<file path="src/hw/rtl/rhsv_pkg.sv">
// Shared constants, types and stage payload for the RGB to HSV pixel pipeline.
package rhsv_pkg;

  // Channel and hue formats
  localparam int CHANNEL_BITS  = 8;
  localparam int HUE_FRAC_BITS = 6;
  localparam int CHAN_MAX      = (1 << CHANNEL_BITS) - 1;
  localparam int SECTOR        = 60 << HUE_FRAC_BITS;
  localparam int CIRCLE        = 360 << HUE_FRAC_BITS;
  localparam int HUE_BITS      = $clog2(CIRCLE);

  // Divider sizing: one quotient bit per pipeline stage
  localparam int HUE_Q_BITS    = $clog2(SECTOR + 1);
  localparam int DIV_STEPS     = (HUE_Q_BITS > CHANNEL_BITS) ? HUE_Q_BITS : CHANNEL_BITS;
  localparam int ACC_BITS      = CHANNEL_BITS + DIV_STEPS;

  // Hue sector, in priority order red, green, blue
  typedef enum logic [1:0] {
    SECT_RED,
    SECT_GREEN,
    SECT_BLUE
  } rhsv_sector_t;

  // Payload carried through the divider stages.
  // Each accumulator holds {partial remainder, numerator/quotient bits}.
  typedef struct packed {
    logic [ACC_BITS-1:0]     hue_acc;
    logic [ACC_BITS-1:0]     sat_acc;
    logic [CHANNEL_BITS-1:0] delta;
    logic [CHANNEL_BITS-1:0] vmax;
    rhsv_sector_t            sector;
    logic                    neg;
    logic                    flat;
  } rhsv_stage_t;

endpackage

</file>
<file path="src/hw/rtl/rgb_to_hsv_pixel_unit.sv">
// Top level of the RGB to HSV pixel pipeline.
// Converts one 8-bit RGB pixel per clock while the output is not stalled
// into hue (degrees, unsigned Q9.6, 0 to 23039), saturation
// floor(255*(max-min)/max) and brightness (the largest channel); equal
// channels give hue and saturation of 0, and ties for the largest channel
// resolve red over green over blue. The pipeline has two front stages for
// max/min and the numerators, one stage per quotient bit of the two pipelined
// restoring dividers, and one output register. Every stage holds its own
// valid bit and accepts a new transaction whenever it is empty or its
// successor moves, so one pixel per clock is kept while the output is ready,
// and a stalled output only backs up the stages behind it.
module rgb_to_hsv_pixel_unit
  import rhsv_pkg::*;
(
  input  logic                    clk,
  input  logic                    rst_n,
  input  logic                    in_valid,
  output logic                    in_ready,
  input  logic [CHANNEL_BITS-1:0] in_red,
  input  logic [CHANNEL_BITS-1:0] in_green,
  input  logic [CHANNEL_BITS-1:0] in_blue,
  output logic                    out_valid,
  input  logic                    out_ready,
  output logic [HUE_BITS-1:0]     out_hue,
  output logic [CHANNEL_BITS-1:0] out_saturation,
  output logic [CHANNEL_BITS-1:0] out_brightness
);

  logic [DIV_STEPS:0] chain_valid;
  logic [DIV_STEPS:0] chain_ready;
  rhsv_stage_t        chain_data [DIV_STEPS+1];

  // Max/min selection and numerators
  rhsv_front u_front (
    .clk       (clk),
    .rst_n     (rst_n),
    .in_valid  (in_valid),
    .in_ready  (in_ready),
    .in_red    (in_red),
    .in_green  (in_green),
    .in_blue   (in_blue),
    .out_valid (chain_valid[0]),
    .out_ready (chain_ready[0]),
    .out_data  (chain_data[0])
  );

  // One divider stage per quotient bit
  for (genvar i = 0; i < DIV_STEPS; i++) begin : g_div
    rhsv_div_step u_step (
      .clk       (clk),
      .rst_n     (rst_n),
      .in_valid  (chain_valid[i]),
      .in_ready  (chain_ready[i]),
      .in_data   (chain_data[i]),
      .out_valid (chain_valid[i+1]),
      .out_ready (chain_ready[i+1]),
      .out_data  (chain_data[i+1])
    );
  end

  // Hue assembly and output register
  rhsv_back u_back (
    .clk            (clk),
    .rst_n          (rst_n),
    .in_valid       (chain_valid[DIV_STEPS]),
    .in_ready       (chain_ready[DIV_STEPS]),
    .in_data        (chain_data[DIV_STEPS]),
    .out_valid      (out_valid),
    .out_ready      (out_ready),
    .out_hue        (out_hue),
    .out_saturation (out_saturation),
    .out_brightness (out_brightness)
  );

  a_hue_range: assert property (@(posedge clk) disable iff (!rst_n)
    out_valid |-> (out_hue < HUE_BITS'(CIRCLE)))
    else $error("hue outside full circle");

  a_black: assert property (@(posedge clk) disable iff (!rst_n)
    (out_valid && out_brightness == '0) |-> (out_saturation == '0 && out_hue == '0))
    else $error("black pixel with non-zero hue or saturation");

  a_empty_ready: assert property (@(posedge clk) disable iff (!rst_n)
    !out_valid |-> in_ready)
    else $error("input stalled while output stage is empty");

endmodule

</file>
<file path="src/hw/rtl/rhsv_front.sv">
// Front end: channel max/min, sector choice, then divider numerators (two stages).
module rhsv_front
  import rhsv_pkg::*;
(
  input  logic                    clk,
  input  logic                    rst_n,
  input  logic                    in_valid,
  output logic                    in_ready,
  input  logic [CHANNEL_BITS-1:0] in_red,
  input  logic [CHANNEL_BITS-1:0] in_green,
  input  logic [CHANNEL_BITS-1:0] in_blue,
  output logic                    out_valid,
  input  logic                    out_ready,
  output rhsv_stage_t             out_data
);

  typedef struct packed {
    logic [CHANNEL_BITS-1:0] vmax;
    logic [CHANNEL_BITS-1:0] delta;
    logic [CHANNEL_BITS-1:0] absdiff;
    rhsv_sector_t            sector;
    logic                    neg;
  } rhsv_sel_t;

  logic        sel_valid_r;
  logic        sel_ready;
  rhsv_sel_t   sel_r;
  rhsv_sel_t   sel_nxt;
  logic        num_valid_r;
  rhsv_stage_t num_r;
  rhsv_stage_t num_nxt;

  logic [CHANNEL_BITS-1:0] vmax;
  logic [CHANNEL_BITS-1:0] vmin;
  logic [CHANNEL_BITS-1:0] op_p;
  logic [CHANNEL_BITS-1:0] op_q;

  assign in_ready  = !sel_valid_r || sel_ready;
  assign sel_ready = !num_valid_r || out_ready;
  assign out_valid = num_valid_r;
  assign out_data  = num_r;

  // Pick max, min and the sector with red over green over blue on ties
  always_comb begin
    vmax = in_red;
    if (in_green > vmax) vmax = in_green;
    if (in_blue > vmax) vmax = in_blue;
    vmin = in_red;
    if (in_green < vmin) vmin = in_green;
    if (in_blue < vmin) vmin = in_blue;

    if (in_red == vmax) begin
      sel_nxt.sector = SECT_RED;
      op_p = in_green;
      op_q = in_blue;
    end else if (in_green == vmax) begin
      sel_nxt.sector = SECT_GREEN;
      op_p = in_blue;
      op_q = in_red;
    end else begin
      sel_nxt.sector = SECT_BLUE;
      op_p = in_red;
      op_q = in_green;
    end

    sel_nxt.vmax    = vmax;
    sel_nxt.delta   = vmax - vmin;
    sel_nxt.neg     = (op_p < op_q);
    sel_nxt.absdiff = (op_p < op_q) ? (op_q - op_p) : (op_p - op_q);
  end

  // Form the numerators: SECTOR*|diff| for hue, CHAN_MAX*delta for saturation
  always_comb begin
    num_nxt.hue_acc = ACC_BITS'(sel_r.absdiff) * ACC_BITS'(SECTOR);
    num_nxt.sat_acc = ACC_BITS'(sel_r.delta) * ACC_BITS'(CHAN_MAX);
    num_nxt.delta   = sel_r.delta;
    num_nxt.vmax    = sel_r.vmax;
    num_nxt.sector  = sel_r.sector;
    num_nxt.neg     = sel_r.neg;
    num_nxt.flat    = (sel_r.delta == '0);
  end

  // Advance each stage when the next one can take it
  always_ff @(posedge clk) begin
    if (!rst_n) begin
      sel_valid_r <= 1'b0;
      num_valid_r <= 1'b0;
    end else begin
      if (in_ready) sel_valid_r <= in_valid;
      if (sel_ready) num_valid_r <= sel_valid_r;
    end
  end

  always_ff @(posedge clk) begin
    if (in_ready && in_valid) sel_r <= sel_nxt;
    if (sel_ready && sel_valid_r) num_r <= num_nxt;
  end

endmodule

</file>
<file path="src/hw/rtl/rhsv_div_step.sv">
// One restoring-division stage: one quotient bit each for hue and saturation.
module rhsv_div_step
  import rhsv_pkg::*;
(
  input  logic        clk,
  input  logic        rst_n,
  input  logic        in_valid,
  output logic        in_ready,
  input  rhsv_stage_t in_data,
  output logic        out_valid,
  input  logic        out_ready,
  output rhsv_stage_t out_data
);

  logic        valid_r;
  rhsv_stage_t data_r;
  rhsv_stage_t data_nxt;

  // Shift in one numerator bit, subtract the divisor when it fits
  function automatic logic [ACC_BITS-1:0] div_bit(input logic [ACC_BITS-1:0] acc,
                                                  input logic [CHANNEL_BITS-1:0] div);
    logic [ACC_BITS:0]       sh;
    logic [CHANNEL_BITS:0]   hi;
    logic [DIV_STEPS-1:0]    lo;
    sh = {acc, 1'b0};
    hi = sh[ACC_BITS:DIV_STEPS];
    lo = sh[DIV_STEPS-1:0];
    if (hi >= {1'b0, div}) begin
      hi    = hi - {1'b0, div};
      lo[0] = 1'b1;
    end
    return {hi[CHANNEL_BITS-1:0], lo};
  endfunction

  always_comb begin
    data_nxt         = in_data;
    data_nxt.hue_acc = div_bit(in_data.hue_acc, in_data.delta);
    data_nxt.sat_acc = div_bit(in_data.sat_acc, in_data.vmax);
  end

  assign in_ready  = !valid_r || out_ready;
  assign out_valid = valid_r;
  assign out_data  = data_r;

  always_ff @(posedge clk) begin
    if (!rst_n) begin
      valid_r <= 1'b0;
    end else if (in_ready) begin
      valid_r <= in_valid;
    end
  end

  always_ff @(posedge clk) begin
    if (in_ready && in_valid) data_r <= data_nxt;
  end

  // Partial remainders stay below their divisors
  a_hue_rem: assert property (@(posedge clk) disable iff (!rst_n)
    (valid_r && data_r.delta != '0) |->
      (data_r.hue_acc[ACC_BITS-1:DIV_STEPS] < data_r.delta))
    else $error("hue partial remainder not below divisor");

  a_sat_rem: assert property (@(posedge clk) disable iff (!rst_n)
    (valid_r && data_r.vmax != '0) |->
      (data_r.sat_acc[ACC_BITS-1:DIV_STEPS] < data_r.vmax))
    else $error("saturation partial remainder not below divisor");

endmodule

</file>
<file path="src/hw/rtl/rhsv_back.sv">
// Back end: hue from sector and quotient with floor and wrap, output register.
module rhsv_back
  import rhsv_pkg::*;
(
  input  logic                    clk,
  input  logic                    rst_n,
  input  logic                    in_valid,
  output logic                    in_ready,
  input  rhsv_stage_t             in_data,
  output logic                    out_valid,
  input  logic                    out_ready,
  output logic [HUE_BITS-1:0]     out_hue,
  output logic [CHANNEL_BITS-1:0] out_saturation,
  output logic [CHANNEL_BITS-1:0] out_brightness
);

  localparam int SW = HUE_BITS + 1;

  logic                    valid_r;
  logic [HUE_BITS-1:0]     hue_r;
  logic [HUE_BITS-1:0]     hue_nxt;
  logic [CHANNEL_BITS-1:0] sat_r;
  logic [CHANNEL_BITS-1:0] sat_nxt;
  logic [CHANNEL_BITS-1:0] bright_r;

  logic [DIV_STEPS-1:0]    quot;
  logic                    rem_nz;
  logic signed [SW-1:0]    base_val;
  logic signed [SW-1:0]    magn;
  logic signed [SW-1:0]    hue_s;

  // Negative offsets round toward minus infinity: bump magnitude on a remainder
  always_comb begin
    quot   = in_data.hue_acc[DIV_STEPS-1:0];
    rem_nz = (in_data.hue_acc[ACC_BITS-1:DIV_STEPS] != '0);
    case (in_data.sector)
      SECT_RED:   base_val = '0;
      SECT_GREEN: base_val = SW'(2 * SECTOR);
      SECT_BLUE:  base_val = SW'(4 * SECTOR);
      default:    base_val = '0;
    endcase
    magn  = $signed(SW'(quot) + SW'(in_data.neg && rem_nz));
    hue_s = in_data.neg ? (base_val - magn) : (base_val + magn);
    if (hue_s < 0) hue_s = hue_s + $signed(SW'(CIRCLE));

    if (in_data.flat) begin
      hue_nxt = '0;
      sat_nxt = '0;
    end else begin
      hue_nxt = hue_s[HUE_BITS-1:0];
      sat_nxt = in_data.sat_acc[CHANNEL_BITS-1:0];
    end
  end

  assign in_ready       = !valid_r || out_ready;
  assign out_valid      = valid_r;
  assign out_hue        = hue_r;
  assign out_saturation = sat_r;
  assign out_brightness = bright_r;

  always_ff @(posedge clk) begin
    if (!rst_n) begin
      valid_r <= 1'b0;
    end else if (in_ready) begin
      valid_r <= in_valid;
    end
  end

  always_ff @(posedge clk) begin
    if (in_ready && in_valid) begin
      hue_r    <= hue_nxt;
      sat_r    <= sat_nxt;
      bright_r <= in_data.vmax;
    end
  end

endmodule

</file>
<file path="config.mk">
export PLATFORM = sky130hd
export DESIGN_NAME = rgb_to_hsv_pixel_unit
export DESIGN_NICKNAME = d
export VERILOG_FILES = /design/src/hw/rtl/rhsv_pkg.sv /design/src/hw/rtl/rgb_to_hsv_pixel_unit.sv /design/src/hw/rtl/rhsv_front.sv /design/src/hw/rtl/rhsv_div_step.sv /design/src/hw/rtl/rhsv_back.sv
export SDC_FILE = /design/constraint.sdc
export NUM_CORES = 1
export LEC_CHECK = 0
export BUFFER_PORTS_ARGS = -buffer_cell sky130_fd_sc_hd__buf_2
export CAP_MARGIN = 20
export CORE_UTILIZATION = 55
export DETAILED_ROUTE_END_ITERATION = 12
export PLACE_DENSITY = 0.71
export RECOVER_POWER = 100
export SYNTH_ARGS = -nofsm -noshare
export SYNTH_HDL_FRONTEND = slang
export SYNTH_HIERARCHICAL = 1
export SYNTH_SLANG_ARGS = --single-unit
</file>
<file path="constraint.sdc">
create_clock -name clk -period 18.85 [get_ports clk]
set_clock_uncertainty 0.2 [all_clocks]
set_input_delay 2.8275 -clock clk [delete_from_list [all_inputs] [get_ports clk]]
set_output_delay 2.8275 -clock clk [all_outputs]
set_load 0.01 [all_outputs]
</file>
==> results.md <==
* DRC at 0
* Final Hold Viols at 0
* Die area at between 0.07 and 0.08 sq mm
* R2R setup slack at roughly 13 ns
* Crit start category: input port
* Vias in the first global route at 24900
* CTS tree: yes
* Req. time, crit path at 19.01 ns
* # nets final at 3682
* Syn Area/Cell at approximately 13 sq um
* Comb power frac at 0.400
* Drt pass-1 iters at 5
* Synth warn at 6
* Setup TNS at 0 ns
* CTS Hold Bufs at 0
* Internal power at 4.28 mW
* Reg clk slew, reported paths at 0.06 ns
* Hold crit path type: reg -> reg
* Die Ht at 277 um
* Syn Std Cell Area at roughly 0.042 sq mm
* Hold Path End: g_div[1].u_step/out_data[44]
* LEAKAGE at 17.8 nW
* Worst r2r path cells at 15
* Status: finished with violations
* Reg2reg end: g_div[0].u_step/out_data[47]
* Failing checks: capacitance limit, slew limit
* CP endpoint kind: flip-flop
* Sink Count at 782
* Footprint of the multi-input gates at approximately 0.016 sq mm
* N_diodes at 0
* Max stage delay cell, worst path: a211oi_1
* Largest net degree at the start of global routing at 60
* GRT Util Overall at 0.193
* CTS max path bufs at 3
* Area grow syn2layout at 8.36%
* Reg2reg start: u_back/out_valid
* Cell area after layout at 0.0452 sq mm
* Row cnt at 100
* Max_cap viols at 27
* Worst IR Drop VDD at 414 uV
* Total grt overflow at 0
* RSZ-0062 raised after global routing: no
* CTS root buf: clkbuf_16
* Period utilization at 0.758
* Fmax at 70.0 MHz
* Final setup viols at 0
* First-pass GRT wire length at 121 mm
* Post-cts sizing count at 0
* Iter 0 DRT Violations at 1268
* Via count at 24100
* Post-DP HPWL at 54.7 mm
* Sequential Area at between 0.02 and 0.025 sq mm
* I/O Pins at 61
* Switching Share at 0.327
* CTS H-Tree Depth at 3
* Share of cells above drive strength 1 at 0.108
* Starting density of the core at 0.559
* Worst hold start: g_div[0].u_step/out_data[43]
* Gp weighted congestion at roughly 0.85
* IO buf count at 60
* TritonCTS Buffers at 82
* Core Region at between 0.07 and 0.08 sq mm
* Launch point of the worst path: in_red[7]
* Slew HR at -1.32
* Final Max Slew Viols at slightly below 800
* Drt via density at around 5.6
* Initial antenna violation count at 2
* WP data arrival at between 10 and 15 ns
* WL/cell at 17.2 um
* Post-CTS Setup Bufs at 0
* Switching power at just over 2 mW
* Clock group share of total power at 0.245
* Post-Syn Instances at ~3200
* CP most frequent cell: o21ai_0
* Power density over the cells at 141 mW/mm^2
* Die W at 277 um
* Final min period at 14.29 ns
* Remaining antenna violation count at 0
* Final wirelength at between 70 and 80 mm
* Worst Max-Slew Pin Slew at 3.48 ns
* Sequential share of power at 0.354
* Critical path class: in -> reg
* # fillers at 5736
* Hold Path Cell Cnt at 0
* Slowest stage delay, CP at ~1.7 ns
* Critical-path maximum fanout at 30
* Worst-skew pair later-pin latency at approximately 0.62 ns
* Post-DP Area at 0.0432 sq mm
-- power by group through the flow --
stage | clock, mW | combinational [mW] | sequential (mW)
floorplan | 0 | 2.07 | 2.25
global placement | 0 | 2.49 | 2.29
detailed placement | 0 | 2.56 | 2.29
CTS | 1.60 | 2.60 | 2.25
global route | 1.67 | 2.92 | 2.26
finish | 1.56 | 2.55 | 2.25
-- state kept, by name (all words and copies together), names as in the netlist, 8 cells and up --
| signal | count |
|---|---|
| u_back/out_hue | 15 |
| u_back/out_brightness | 8 |
| u_back/out_saturation | 8 |
| u_front/sel_r | 8 |
| u_front/out_data | 47 |
| u_front/num_nxt | 19 |
| g_div.u_step/out_data | 662 |
| g_div.u_step/out_valid | 12 |
-- cell usage in the layout, fill, tap and decap left out, drive strengths merged, types with 14 or more instances in the layout --
cell / instances
buf: 28
xnor2: 104
nor3: 25
o21a: 35
mux2: 116
or4: 19
nor2b: 55
xor2: 39
nand2b: 37
a221oi: 17
and3: 21
edfxtp: 767
clkinv: 33
nand4: 15
nor2: 119
dfxtp: 15
clkbuf: 147
inv: 422
nand3: 75
o21ai: 147
and2: 19
a31oi: 14
fa: 70
o31a: 15
ha: 304
a211oi: 15
a21o: 62
a21oi: 166
mux2i: 72
nand2: 112
o311ai: 24
o21bai: 15
a21boi: 40
-- worst max-delay path: cells and delay by family --
kind / cells / cell delay [ns]
AOI/OAI and AO/OA: 15 / 5.92
adders and majority gates: 3 / 1.13
muxes: 2 / 1.02
xor gates and xnor gates: 1 / 0.17
and+or+nand+nor: 7 / 2.60
buffers and inverters: 3 / 0.75
-- worst max-delay path by stage --
stage	cells after the start	endpoint
6_report	31	u_front/sel_r[8]
5_1_grt	30	u_front/sel_r[8]
4_1_cts	31	u_front/sel_r[10]
3_5_place_dp	31	u_front/sel_r[10]
3_3_place_gp	31	u_front/sel_r[10]
2_1_floorplan	33	u_front/sel_r[9]
-- through the flow --
| stage | utilization | hold WS (ns) | power (mW) | instances | setup WS [ns] |
|---|---|---|---|---|---|
| 3_3_place_gp | 0.578 | 0.200 | 4.78 | 4165 | 6.99 |
| 5_1_grt | 0.605 | 0.203 | 6.86 | 4313 | 3.69 |
| 6_report | 0.605 | 0.204 | 6.36 | 4313 | 4.56 |
| 2_1_floorplan | - | 0.200 | 4.32 | 3162 | 9.15 |
| 4_1_cts | 0.613 | 0.204 | 6.45 | 4313 | 7.61 |
| 3_5_place_dp | 0.578 | 0.205 | 4.85 | 4165 | 6.99 |
-- routing by layer --
layer	global-route usage	vias to the layer above	wire length (um)
met4	0.0637	2	2060
met2	0.366	412	39500
met1	0.221	11700	29900
li1	-	11800	-
met5	0	-	11
met3	0.0284	137	2630
-- area by class of cell --
type / count / share of cell area
clock inverters: 52 / 0.0107
flip-flops and latches: 782 / 0.516
well taps: 969 / 0.0268
multi-input cells: 1919 / 0.357
repair buffers: 79 / 0.00750
inverters: 416 / 0.0345
clock buffers: 96 / 0.0474
No activity file was read; power rests on OpenSTA's default activity.
